<file path="src/rtl/assert_macros.svh">
// ---------------------------------------------------------------------------
// Assertion macros
// Shared concurrent assertion helpers for the RTL of this project.
// ---------------------------------------------------------------------------
`ifndef ASSERT_MACROS_SVH
`define ASSERT_MACROS_SVH

`ifndef NO_ASSERTIONS

// Property checked on every rising clock edge while reset is released.
`define ASSERT_RST(label, clk, rstn, prop) \
    label: assert property (@(posedge clk) disable iff (!(rstn)) (prop)) \
        else $error("assertion failed");

// Property checked on every rising clock edge, reset included.
`define ASSERT_ALWAYS(label, clk, prop) \
    label: assert property (@(posedge clk) (prop)) \
        else $error("assertion failed");

`else

`define ASSERT_RST(label, clk, rstn, prop)
`define ASSERT_ALWAYS(label, clk, prop)

`endif

`endif

</file>
<file path="src/rtl/mbbt_pkg.sv">
// ---------------------------------------------------------------------------
// mbbt_pkg
// Types, widths and constants of the bars/beats/ticks transport clock.
// ---------------------------------------------------------------------------
package mbbt_pkg;

    // Field widths.
    localparam int BAR_W    = 40;
    localparam int BEAT_W   = 7;
    localparam int TICK_W   = 16;
    localparam int TEMPO_W  = 18;
    localparam int RATE_W   = 18;
    localparam int FRAME_W  = 32;
    localparam int PERIOD_W = 16;

    // Stream word widths, padded to whole bytes.
    localparam int S_TDATA_W = 48;
    localparam int M_TDATA_W = 104;

    // Configuration port.
    localparam int CFG_W     = 18;
    localparam int CFG_IDX_W = 2;
    localparam logic [CFG_IDX_W-1:0] IDX_BAR_BEATS   = 2'd0;
    localparam logic [CFG_IDX_W-1:0] IDX_BEAT_TICKS  = 2'd1;
    localparam logic [CFG_IDX_W-1:0] IDX_TEMPO_Q8    = 2'd2;
    localparam logic [CFG_IDX_W-1:0] IDX_SAMPLE_RATE = 2'd3;

    // Register reset values.
    localparam logic [BEAT_W-1:0]  RST_BAR_BEATS   = 7'd4;
    localparam logic [TICK_W-1:0]  RST_BEAT_TICKS  = 16'd1920;
    localparam logic [TEMPO_W-1:0] RST_TEMPO_Q8    = 18'd30720;
    localparam logic [RATE_W-1:0]  RST_SAMPLE_RATE = 18'd48000;

    // Shared divider: dividend covers every tick total, divisor covers
    // sample_rate * 15360.
    localparam int DVD_W = 54;
    localparam int DSR_W = 32;
    localparam int CNT_W = 6;

    // Shared multiplier operand widths.
    localparam int MUL_A_W = 40;
    localparam int MUL_B_W = 18;
    localparam int MUL_P_W = MUL_A_W + MUL_B_W;

    // Sequencer states.
    typedef enum logic [3:0] {
        S_IDLE,
        S_MUL_P,
        S_DIV_GO,
        S_DIV_WAIT,
        S_MUL_QT,
        S_MUL_RT,
        S_MUL_BS1,
        S_MUL_BS2,
        S_FIN
    } seq_state_t;

    // Which division the shared divider is working on.
    typedef enum logic [1:0] {
        DOP_P,
        DOP_RT,
        DOP_TICK,
        DOP_BEAT
    } div_op_t;

endpackage

</file>
<file path="src/rtl/mbbt_divider.sv">
// ---------------------------------------------------------------------------
// mbbt_divider
// Restoring unsigned divider, one quotient bit per clock cycle.
// ---------------------------------------------------------------------------
module mbbt_divider (
    input  logic                       aclk,
    input  logic                       aresetn,
    input  logic                       start,
    input  logic [mbbt_pkg::DVD_W-1:0] dividend,
    input  logic [mbbt_pkg::DSR_W-1:0] divisor,
    output logic                       busy,
    output logic [mbbt_pkg::DVD_W-1:0] quotient,
    output logic [mbbt_pkg::DSR_W-1:0] remainder
);

    logic                       busy_reg, busy_next;
    logic [mbbt_pkg::CNT_W-1:0] cnt_reg, cnt_next;
    logic [mbbt_pkg::DVD_W-1:0] quo_reg, quo_next;
    logic [mbbt_pkg::DSR_W-1:0] rem_reg, rem_next;
    logic [mbbt_pkg::DSR_W-1:0] dsr_reg, dsr_next;
    logic [mbbt_pkg::DSR_W:0]   partial;
    logic [mbbt_pkg::DSR_W:0]   trial;

    // One restoring step: shift in the next dividend bit and try a subtract.
    assign partial = {rem_reg, quo_reg[mbbt_pkg::DVD_W-1]};
    assign trial   = partial - {1'b0, dsr_reg};

    always_comb begin
        busy_next = busy_reg;
        cnt_next  = cnt_reg;
        quo_next  = quo_reg;
        rem_next  = rem_reg;
        dsr_next  = dsr_reg;
        if (start) begin
            busy_next = 1'b1;
            cnt_next  = mbbt_pkg::CNT_W'(mbbt_pkg::DVD_W - 1);
            quo_next  = dividend;
            rem_next  = '0;
            dsr_next  = divisor;
        end else if (busy_reg) begin
            if (trial[mbbt_pkg::DSR_W]) begin
                rem_next = partial[mbbt_pkg::DSR_W-1:0];
                quo_next = {quo_reg[mbbt_pkg::DVD_W-2:0], 1'b0};
            end else begin
                rem_next = trial[mbbt_pkg::DSR_W-1:0];
                quo_next = {quo_reg[mbbt_pkg::DVD_W-2:0], 1'b1};
            end
            if (cnt_reg == '0) begin
                busy_next = 1'b0;
            end else begin
                cnt_next = cnt_reg - 1'b1;
            end
        end
    end

    // Control state.
    always_ff @(posedge aclk) begin
        if (!aresetn) begin
            busy_reg <= 1'b0;
            cnt_reg  <= '0;
        end else begin
            busy_reg <= busy_next;
            cnt_reg  <= cnt_next;
        end
    end

    // Datapath registers.
    always_ff @(posedge aclk) begin
        quo_reg <= quo_next;
        rem_reg <= rem_next;
        dsr_reg <= dsr_next;
    end

    assign busy      = busy_reg;
    assign quotient  = quo_reg;
    assign remainder = rem_reg;

endmodule

</file>
<file path="src/rtl/musical_bar_beat_tick_counter_top.sv">
// ---------------------------------------------------------------------------
// musical_bar_beat_tick_counter_top
// Musical transport clock giving bar, beat, tick and bar-start tick.
// ---------------------------------------------------------------------------
// Usage:
//   The slave stream takes one word per audio period: tuser carries the
//   reposition flag, tdata the absolute frame and the period length.
//   The master stream returns one word per input word with the position
//   after that period. Configuration registers are written through the
//   plain write port while the block is idle; any write forces the next
//   word to rebuild the position from its frame number.
//   Each word is worked by one shared 40x18 multiplier and one shared
//   restoring divider under a small sequencer. A division runs a start
//   step, the quotient bits one by one and a hand-off; four of them plus
//   five multiply steps and the output step produce the result. s_tready
//   is low from acceptance until the sequencer is back in idle, so a new
//   word is not taken before the last one has been worked through.
//   The result sits in an output register. A new word is accepted while
//   it waits; if the receiver still stalls when the next result is done,
//   the sequencer holds in its last step until the register frees.
//   Reset restores the register defaults, sets the position to bar 1,
//   beat 1, tick 0 and marks a rebuild for the first word.
// ---------------------------------------------------------------------------
`include "assert_macros.svh"

module musical_bar_beat_tick_counter_top (
    input  logic                           aclk,
    input  logic                           aresetn,
    // Configuration write port.
    input  logic                           cfg_wr_en,
    input  logic [mbbt_pkg::CFG_IDX_W-1:0] cfg_addr,
    input  logic [mbbt_pkg::CFG_W-1:0]     cfg_wdata,
    // Input stream.
    input  logic                           s_tvalid,
    output logic                           s_tready,
    // tdata: frame_position[31:0], period_frames[47:32].
    input  logic [mbbt_pkg::S_TDATA_W-1:0] s_tdata,
    // tuser: reposition[0].
    input  logic                           s_tuser,
    // Result stream.
    output logic                           m_tvalid,
    input  logic                           m_tready,
    // tdata: bar_number[39:0], beat_number[46:40], tick_number[62:47],
    // bar_start_ticks[102:63], zero pad[103].
    output logic [mbbt_pkg::M_TDATA_W-1:0] m_tdata
);

    // Configuration registers.
    logic [mbbt_pkg::BEAT_W-1:0]   bpb_reg;
    logic [mbbt_pkg::TICK_W-1:0]   tpb_reg;
    logic [mbbt_pkg::TEMPO_W-1:0]  tempo_reg;
    logic [mbbt_pkg::RATE_W-1:0]   rate_reg;
    logic                          pend_reg;

    // Sequencer.
    mbbt_pkg::seq_state_t          state_reg, state_next;
    mbbt_pkg::div_op_t             dop_reg, dop_next;

    // Latched input word.
    logic                          repos_reg;
    logic [mbbt_pkg::FRAME_W-1:0]  frame_reg;
    logic [mbbt_pkg::PERIOD_W-1:0] period_reg;

    // Work registers.
    logic [mbbt_pkg::DVD_W-1:0]    dvd_reg, dvd_next;
    logic [mbbt_pkg::DVD_W-1:0]    acc_reg, acc_next;
    logic [mbbt_pkg::TICK_W-1:0]   tick_reg, tick_next;
    logic [mbbt_pkg::BAR_W-1:0]    bs_reg, bs_next;

    // Position state.
    logic [mbbt_pkg::TICK_W-1:0]   cur_tick_reg;
    logic [mbbt_pkg::BEAT_W-1:0]   cur_beat_reg;
    logic [mbbt_pkg::BAR_W-1:0]    cur_bar_reg;
    logic [mbbt_pkg::BAR_W-1:0]    cur_bs_reg;
    logic [mbbt_pkg::BAR_W-1:0]    bar_new;
    logic [mbbt_pkg::BAR_W-1:0]    bs_new;
    logic [mbbt_pkg::BEAT_W-1:0]   beat_new;

    // Output register.
    logic                          m_tvalid_reg;
    logic [mbbt_pkg::M_TDATA_W-1:0] m_tdata_reg;

    // Control strobes.
    logic                          in_accept;
    logic                          fin_commit;

    // Shared arithmetic.
    logic [mbbt_pkg::MUL_A_W-1:0]  mul_a;
    logic [mbbt_pkg::MUL_B_W-1:0]  mul_b;
    logic [mbbt_pkg::MUL_P_W-1:0]  mul_p;
    logic                          div_start;
    logic                          div_busy;
    logic [mbbt_pkg::DSR_W-1:0]    div_dsr;
    logic [mbbt_pkg::DVD_W-1:0]    div_quo;
    logic [mbbt_pkg::DSR_W-1:0]    div_rem;

    // Zero-guarded settings and the tempo divisor sample_rate * 15360.
    logic [mbbt_pkg::BEAT_W-1:0]   bpb_eff;
    logic [mbbt_pkg::TICK_W-1:0]   tpb_eff;
    logic [mbbt_pkg::RATE_W-1:0]   rate_eff;
    logic [mbbt_pkg::DSR_W-1:0]    tempo_dsr;
    logic [mbbt_pkg::BEAT_W-1:0]   zbase;

    assign bpb_eff  = (bpb_reg == '0) ? mbbt_pkg::BEAT_W'(1) : bpb_reg;
    assign tpb_eff  = (tpb_reg == '0) ? mbbt_pkg::TICK_W'(1) : tpb_reg;
    assign rate_eff = (rate_reg == '0) ? mbbt_pkg::RATE_W'(1) : rate_reg;
    assign tempo_dsr = ({rate_eff, 14'd0} - {4'd0, rate_eff, 10'd0});
    assign zbase    = (cur_beat_reg == '0) ? '0 : cur_beat_reg - 1'b1;

    assign in_accept  = s_tvalid && s_tready;
    assign fin_commit = (state_reg == mbbt_pkg::S_FIN) && (!m_tvalid_reg || m_tready);
    assign s_tready   = (state_reg == mbbt_pkg::S_IDLE);
    assign div_start  = (state_reg == mbbt_pkg::S_DIV_GO);
    assign mul_p      = mul_a * mul_b;

    // Divisor for the current division.
    always_comb begin
        case (dop_reg)
            mbbt_pkg::DOP_P:    div_dsr = tempo_dsr;
            mbbt_pkg::DOP_RT:   div_dsr = tempo_dsr;
            mbbt_pkg::DOP_TICK: div_dsr = {16'd0, tpb_eff};
            mbbt_pkg::DOP_BEAT: div_dsr = {25'd0, bpb_eff};
            default:            div_dsr = tempo_dsr;
        endcase
    end

    mbbt_divider u_div (
        .aclk      (aclk),
        .aresetn   (aresetn),
        .start     (div_start),
        .dividend  (dvd_reg),
        .divisor   (div_dsr),
        .busy      (div_busy),
        .quotient  (div_quo),
        .remainder (div_rem)
    );

    // Next state of the sequencer.
    always_comb begin
        state_next = state_reg;
        dop_next   = dop_reg;
        case (state_reg)
            mbbt_pkg::S_IDLE: begin
                if (in_accept) begin
                    state_next = mbbt_pkg::S_MUL_P;
                end
            end
            mbbt_pkg::S_MUL_P: begin
                state_next = mbbt_pkg::S_DIV_GO;
                dop_next   = mbbt_pkg::DOP_P;
            end
            mbbt_pkg::S_DIV_GO: begin
                state_next = mbbt_pkg::S_DIV_WAIT;
            end
            mbbt_pkg::S_DIV_WAIT: begin
                if (!div_busy) begin
                    case (dop_reg)
                        mbbt_pkg::DOP_P: begin
                            state_next = mbbt_pkg::S_MUL_QT;
                        end
                        mbbt_pkg::DOP_RT: begin
                            state_next = mbbt_pkg::S_DIV_GO;
                            dop_next   = mbbt_pkg::DOP_TICK;
                        end
                        mbbt_pkg::DOP_TICK: begin
                            state_next = mbbt_pkg::S_DIV_GO;
                            dop_next   = mbbt_pkg::DOP_BEAT;
                        end
                        default: begin
                            state_next = mbbt_pkg::S_MUL_BS1;
                        end
                    endcase
                end
            end
            mbbt_pkg::S_MUL_QT: begin
                state_next = mbbt_pkg::S_MUL_RT;
            end
            mbbt_pkg::S_MUL_RT: begin
                state_next = mbbt_pkg::S_DIV_GO;
                dop_next   = mbbt_pkg::DOP_RT;
            end
            mbbt_pkg::S_MUL_BS1: begin
                state_next = mbbt_pkg::S_MUL_BS2;
            end
            mbbt_pkg::S_MUL_BS2: begin
                state_next = mbbt_pkg::S_FIN;
            end
            mbbt_pkg::S_FIN: begin
                if (fin_commit) begin
                    state_next = mbbt_pkg::S_IDLE;
                end
            end
            default: begin
                state_next = mbbt_pkg::S_IDLE;
            end
        endcase
    end

    // Multiplier operands and work register updates per step.
    always_comb begin
        mul_a     = '0;
        mul_b     = '0;
        dvd_next  = dvd_reg;
        acc_next  = acc_reg;
        tick_next = tick_reg;
        bs_next   = bs_reg;
        case (state_reg)
            mbbt_pkg::S_MUL_P: begin
                // Scaled frames: frame or period times tempo.
                mul_a    = repos_reg ? {8'd0, frame_reg} : {24'd0, period_reg};
                mul_b    = tempo_reg;
                dvd_next = mul_p[mbbt_pkg::DVD_W-1:0];
            end
            mbbt_pkg::S_MUL_QT: begin
                // Whole part of the tick count: quotient times ticks per beat.
                mul_a    = div_quo[mbbt_pkg::MUL_A_W-1:0];
                mul_b    = {2'd0, tpb_eff};
                acc_next = mul_p[mbbt_pkg::DVD_W-1:0];
            end
            mbbt_pkg::S_MUL_RT: begin
                // Fraction part: remainder times ticks per beat, divided next.
                mul_a    = {8'd0, div_rem};
                mul_b    = {2'd0, tpb_eff};
                dvd_next = mul_p[mbbt_pkg::DVD_W-1:0];
            end
            mbbt_pkg::S_DIV_WAIT: begin
                if (!div_busy) begin
                    case (dop_reg)
                        mbbt_pkg::DOP_RT: begin
                            // Tick total, added to the current tick unless rebuilt.
                            dvd_next = acc_reg + div_quo
                                     + (repos_reg ? '0 : {38'd0, cur_tick_reg});
                        end
                        mbbt_pkg::DOP_TICK: begin
                            tick_next = div_rem[mbbt_pkg::TICK_W-1:0];
                            dvd_next  = repos_reg ? div_quo : div_quo + {47'd0, zbase};
                        end
                        default: begin
                            dvd_next = dvd_reg;
                        end
                    endcase
                end
            end
            mbbt_pkg::S_MUL_BS1: begin
                // Bars times beats per bar, modulo the bar width.
                mul_a   = div_quo[mbbt_pkg::BAR_W-1:0];
                mul_b   = {11'd0, bpb_eff};
                bs_next = mul_p[mbbt_pkg::BAR_W-1:0];
            end
            mbbt_pkg::S_MUL_BS2: begin
                // Then times ticks per beat: ticks spanned by those bars.
                mul_a   = bs_reg;
                mul_b   = {2'd0, tpb_eff};
                bs_next = mul_p[mbbt_pkg::BAR_W-1:0];
            end
            default: begin
                mul_a = '0;
            end
        endcase
    end

    // New position from the last division (still held in the divider).
    assign beat_new = div_rem[mbbt_pkg::BEAT_W-1:0] + 1'b1;
    assign bar_new  = repos_reg ? div_quo[mbbt_pkg::BAR_W-1:0] + 1'b1
                                : cur_bar_reg + div_quo[mbbt_pkg::BAR_W-1:0];
    assign bs_new   = repos_reg ? bs_reg : cur_bs_reg + bs_reg;

    // Control, configuration and position state.
    always_ff @(posedge aclk) begin
        if (!aresetn) begin
            state_reg    <= mbbt_pkg::S_IDLE;
            dop_reg      <= mbbt_pkg::DOP_P;
            bpb_reg      <= mbbt_pkg::RST_BAR_BEATS;
            tpb_reg      <= mbbt_pkg::RST_BEAT_TICKS;
            tempo_reg    <= mbbt_pkg::RST_TEMPO_Q8;
            rate_reg     <= mbbt_pkg::RST_SAMPLE_RATE;
            pend_reg     <= 1'b1;
            cur_tick_reg <= '0;
            cur_beat_reg <= mbbt_pkg::BEAT_W'(1);
            cur_bar_reg  <= mbbt_pkg::BAR_W'(1);
            cur_bs_reg   <= '0;
            m_tvalid_reg <= 1'b0;
        end else begin
            state_reg <= state_next;
            dop_reg   <= dop_next;
            if (cfg_wr_en) begin
                case (cfg_addr)
                    mbbt_pkg::IDX_BAR_BEATS:   bpb_reg   <= cfg_wdata[mbbt_pkg::BEAT_W-1:0];
                    mbbt_pkg::IDX_BEAT_TICKS:  tpb_reg   <= cfg_wdata[mbbt_pkg::TICK_W-1:0];
                    mbbt_pkg::IDX_TEMPO_Q8:    tempo_reg <= cfg_wdata;
                    mbbt_pkg::IDX_SAMPLE_RATE: rate_reg  <= cfg_wdata;
                    default:                   rate_reg  <= rate_reg;
                endcase
                pend_reg <= 1'b1;
            end else if (in_accept) begin
                pend_reg <= 1'b0;
            end
            if (fin_commit) begin
                cur_tick_reg <= tick_reg;
                cur_beat_reg <= beat_new;
                cur_bar_reg  <= bar_new;
                cur_bs_reg   <= bs_new;
                m_tvalid_reg <= 1'b1;
            end else if (m_tready) begin
                m_tvalid_reg <= 1'b0;
            end
        end
    end

    // Datapath registers.
    always_ff @(posedge aclk) begin
        dvd_reg  <= dvd_next;
        acc_reg  <= acc_next;
        tick_reg <= tick_next;
        bs_reg   <= bs_next;
        if (in_accept) begin
            repos_reg  <= s_tuser || pend_reg;
            frame_reg  <= s_tdata[mbbt_pkg::FRAME_W-1:0];
            period_reg <= s_tdata[mbbt_pkg::S_TDATA_W-1:mbbt_pkg::FRAME_W];
        end
        if (fin_commit) begin
            m_tdata_reg <= {1'b0, bs_new, tick_reg, beat_new, bar_new};
        end
    end

    assign m_tvalid = m_tvalid_reg;
    assign m_tdata  = m_tdata_reg;

    // An accepted word always starts with the scaling multiply.
    `ASSERT_RST(a_accept_starts, aclk, aresetn,
        in_accept |=> state_reg == mbbt_pkg::S_MUL_P)
    // The divider is never restarted while it is still working.
    `ASSERT_RST(a_div_no_restart, aclk, aresetn, div_start |-> !div_busy)
    // A result appears only as the last sequencer step completes.
    `ASSERT_RST(a_result_from_fin, aclk, aresetn,
        $rose(m_tvalid_reg) |-> $past(state_reg) == mbbt_pkg::S_FIN)
    // Every configuration write forces a rebuild of the next word.
    `ASSERT_RST(a_cfg_sets_pending, aclk, aresetn, cfg_wr_en |=> pend_reg)

endmodule
</file>
<file path="config.mk">
export PLATFORM = sky130hd
export DESIGN_NAME = musical_bar_beat_tick_counter_top
export DESIGN_NICKNAME = d
export VERILOG_FILES = /design/src/rtl/mbbt_pkg.sv /design/src/rtl/mbbt_divider.sv /design/src/rtl/musical_bar_beat_tick_counter_top.sv
export VERILOG_INCLUDE_DIRS = /design/src /design/src/rtl
export SDC_FILE = /design/constraint.sdc
export NUM_CORES = 2
export LEC_CHECK = 0
export BUFFER_PORTS_ARGS = -buffer_cell sky130_fd_sc_hd__clkbuf_2
export CORE_MARGIN = 3
export CORE_UTILIZATION = 25
export DETAILED_ROUTE_END_ITERATION = 10
export GPL_TIMING_DRIVEN = 0
export REMOVE_ABC_BUFFERS = 1
export SYNTH_ARGS = -nofsm -noshare
export SYNTH_HDL_FRONTEND = slang
export SYNTH_HIERARCHICAL = 1
export SYNTH_SLANG_ARGS = --single-unit
export TNS_END_PERCENT = 50
</file>
<file path="constraint.sdc">
create_clock -name aclk -period 10.3 [get_ports aclk]
set_input_delay 0 -clock aclk [delete_from_list [all_inputs] [get_ports aclk]]
set_output_delay 0 -clock aclk [all_outputs]
set_load 0.005 [all_outputs]
</file>
==> out/metrics.cfg <==
[cells_and_area]
layout-drive-gt1-share_pct = 8.27
synthToLayoutAreaGrowth_pct = 14.3
post-route-util_pct = 28.8
largest_reg_flops = 103
instances_no_fill = 9522
regArea_sq_mm = 0.0163
fillCellCount = 23640
final_nets = 7486
fin_area_sq_mm = 0.0654
multiInputGateArea_sq_mm = 0.0369

[floorplanning]
die_h_um = 485
die_area_sq_mm = 0.235
std_cell_rows = 175
die_x_um = 485
fp.coreArea_sq_mm = 0.227
initial_core_util_pct = 25.2
io_pins = 180

[detailed_routing]
viasPerCell = 4.82
drc_errors = 0
ant_nets = 0
drtIter0Drc = 4243
wirelength_mm = 185
wl_per_cell_um = 19.5
vias = 45872
dr.pass1.iters = 8

[placed_design]
placedCellCount = 9285
dp_slack_ns = -0.337
dpl.hpwl_mm = 147
placed_area_sq_mm = 0.0620
place_congestion = 0.938
io_buffers = 178

[cts]
numCtsBuffers = 71
clk_pin_slew_ns = 0.06
cts.path.max_buffers = 3
cts_tree = built
clk_latency_ns = 0.69
root_buffer = clkbuf_16
clock_sinks = 611
htreeDepth = 3

[yosys]
yosysWarnings = 6
ys_top_cells_by_area = fa_1 22%, edfxtp_1 21%, ha_1 7.5%
syn_inst = 6320
synth_top_cell_area_share_pct = 21.8
yosysUniqueCellTypes = 100
synthArstFlopShare_pct = 0
synth_area_leader_cell = fa_1
ys_ff_latch = 611
synth_edf_count = 402
synth_ff_type = edfxtp_1
ys_seq_area_share_pct = 28.4
postSynthAreaPerCell_sq_um = 9.06
syn_area_sq_mm = 0.0573

[power]
p_int_uw = 5690
pwr_density_cell_mw_per_mm2 = 143
clockPowerShare_pct = 27.6
seq_power_share_pct = 36.3
p_leak_uw = 0.0274
worst_ir_drop_vdd_v = 0.000130
p_sw_share_pct = 39.0
p_comb_share_pct = 36.1
p_sw_uw = 3640

[worst_setup_path]
crit_fanout = 24
critPathMostFrequentCell = fa_1
arrival_ns = 10.42
start_kind = register
rr_worst_depth = 30
reg2reg_from = repos_reg
required_ns = 10.83
r2r_end = dvd_reg[47]
endpoint_kind = register
ff2ff_setup_slack_ns = 0.41
max_stage_delay_ns = 0.62
crit_slowest_cell = edfxtp_1
critical_path_class = reg -> reg

[min_path]
min_to = frame_reg[1]
hold-path-cell-count = 2
hp-start = s_tdata[1]
min_path_type = in -> reg

[timing]
slew_violations = 25
setup_violations = 0
period_share_pct = 96.0
setup_ws_ns = 0.409
finalHoldViolations = 0
finalSetupTns_ns = 0
worst_pin_slew_ns = 1.50
min_period_ns = 9.89
fin_skew_ns = 0.0326
maxSlewHeadroom_pct = -0.404
max_freq_mhz = 101

[outcome]
status = complete, but fails checks
violations = max-capacitance violations, max-slew violations

[global_routing]
grt_antenna_before_repair = 16
grt_max_degree = 96
grt_pass1_wl_mm = 283
grt.total_usage_pct = 15.6
grt_overflow_total = 0
grt_pass1_vias = 46324

[run]
drv_cap = 2

## worst max-delay path, delay by kind of cell, from the launching register on
family | cells | cell delay (ns)
DFF | 1 | 0.62
AOI/OAI and AO/OA | 11 | 3.06
and+or+nand+nor | 2 | 0.38
xor gates and xnor gates | 1 | 0.47
buffers and inverters | 9 | 1.66
adders and majority gates | 7 | 3.47
## area by class of cell
cell class / count / area share (%)
clock inverter: 47 / 0.721
timing repair buffer: 342 / 4.46
sequential: 611 / 24.9
tap: 3009 / 5.75
antenna: 8 / 0.0306
clock buffer: 84 / 2.85
multi-input combinational: 4570 / 56.4
inverter: 851 / 4.90
## synthesized netlist by cell type, drive strengths merged, types with 19 or more instances
master / number
a21oi: 385
nor2b: 79
dfxtp: 209
nand2: 922
xnor2: 161
clkbuf: 258
a22o: 27
nand2b: 47
a22oi: 39
o211ai: 49
inv: 850
edfxtp: 402
fa: 624
xor2: 95
a21o: 123
nand3: 97
o21ai: 231
nor2: 635
mux2i: 50
a31oi: 40
a311oi: 29
o211a: 21
ha: 341
and2: 19
o21a: 37
nand4: 43
o21bai: 33
or3: 23
nor3: 78
mux2: 62
and3: 37
or2: 21
a211oi: 41
buf: 38
## how the worst max path moves through the flow
stage	to	from	depth (start not counted)
6_report	dvd_reg[47]	repos_reg	30
5_1_grt	dvd_reg[47]	state_reg[0]	27
4_1_cts	dvd_reg[47]	repos_reg	29
3_5_place_dp	dvd_reg[47]	state_reg[0]	28
3_3_place_gp	u_div/remainder[31]	state_reg[1]	5
2_1_floorplan	u_div/quotient[0]	state_reg[1]	4
## cell usage in the layout, fill, tap and decap left out, types with 71 or more instances in the layout
| master | netlist | final |
|---|---|---|
| nor2_1 | 634 | 629 |
| nor2b_1 | 79 | 79 |
| a21oi_1 | 380 | 373 |
| dlygate4sd3_1 | 0 | 92 |
| clkbuf_16 | 0 | 71 |
| edfxtp_1 | 402 | 402 |
| a21o_1 | 123 | 119 |
| fa_1 | 624 | 624 |
| xor2_1 | 94 | 94 |
| xnor2_1 | 160 | 160 |
| ha_1 | 341 | 340 |
| inv_1 | 848 | 846 |
| nand2_1 | 922 | 919 |
| o21ai_0 | 221 | 218 |
| clkbuf_2 | 1 | 177 |
| nand3_1 | 97 | 97 |
| dfxtp_1 | 209 | 206 |
## layer usage
| metal | global-route usage, % | share of wire, % | wire length, um |
|---|---|---|---|
| met3 | 2.41 | 7.0 | 13000 |
| met2 | 25.4 | 46 | 85000 |
| met4 | 7.99 | 5.9 | 10900 |
| met1 | 19.9 | 41 | 76400 |
| met5 | 0 | 0.052 | 97 |
## kinds of logic (layout without fill, tap and decap cells)
kind of cell / Yosys count / count (layout) / share of synthesized area [%]
simple gates: 2046 / 2046 / 15.3
flops: 611 / 611 / 28.4
compound gates: 1181 / 1181 / 13.4
fa+ha+maj: 965 / 965 / 29.3
mux: 112 / 112 / 2.09
buf+inv: 1147 / 1324 / 7.56
other cells: 2 / 18 / 0.0131
xor+xnor: 256 / 256 / 3.94
## power groups by stage
stage	clock (uW)	sequential, uW	combinational (uW)
finish	2570	3380	3370
global route	2720	3410	3690
CTS	2640	3380	3310
detailed placement	0	3420	3260
global placement	0	3460	3150
floorplan	0	3230	2290
## per-stage QoR
step	hold slack (ns)	power, uW
6_report	0.0440	9320
5_1_grt	0.0361	9820
4_1_cts	0.000372	9330
3_5_place_dp	0.180	6690
3_3_place_gp	0.179	6620
2_1_floorplan	0.0619	5520
## timing repair
action	CTS	global route
gates resized for setup	8	12
hold endpoints to repair	149	0
hold buffers	92	0
setup endpoints to repair	14	10
pin swaps	0	1
setup buffers	0	4
(Power assumes the default switching activity.)
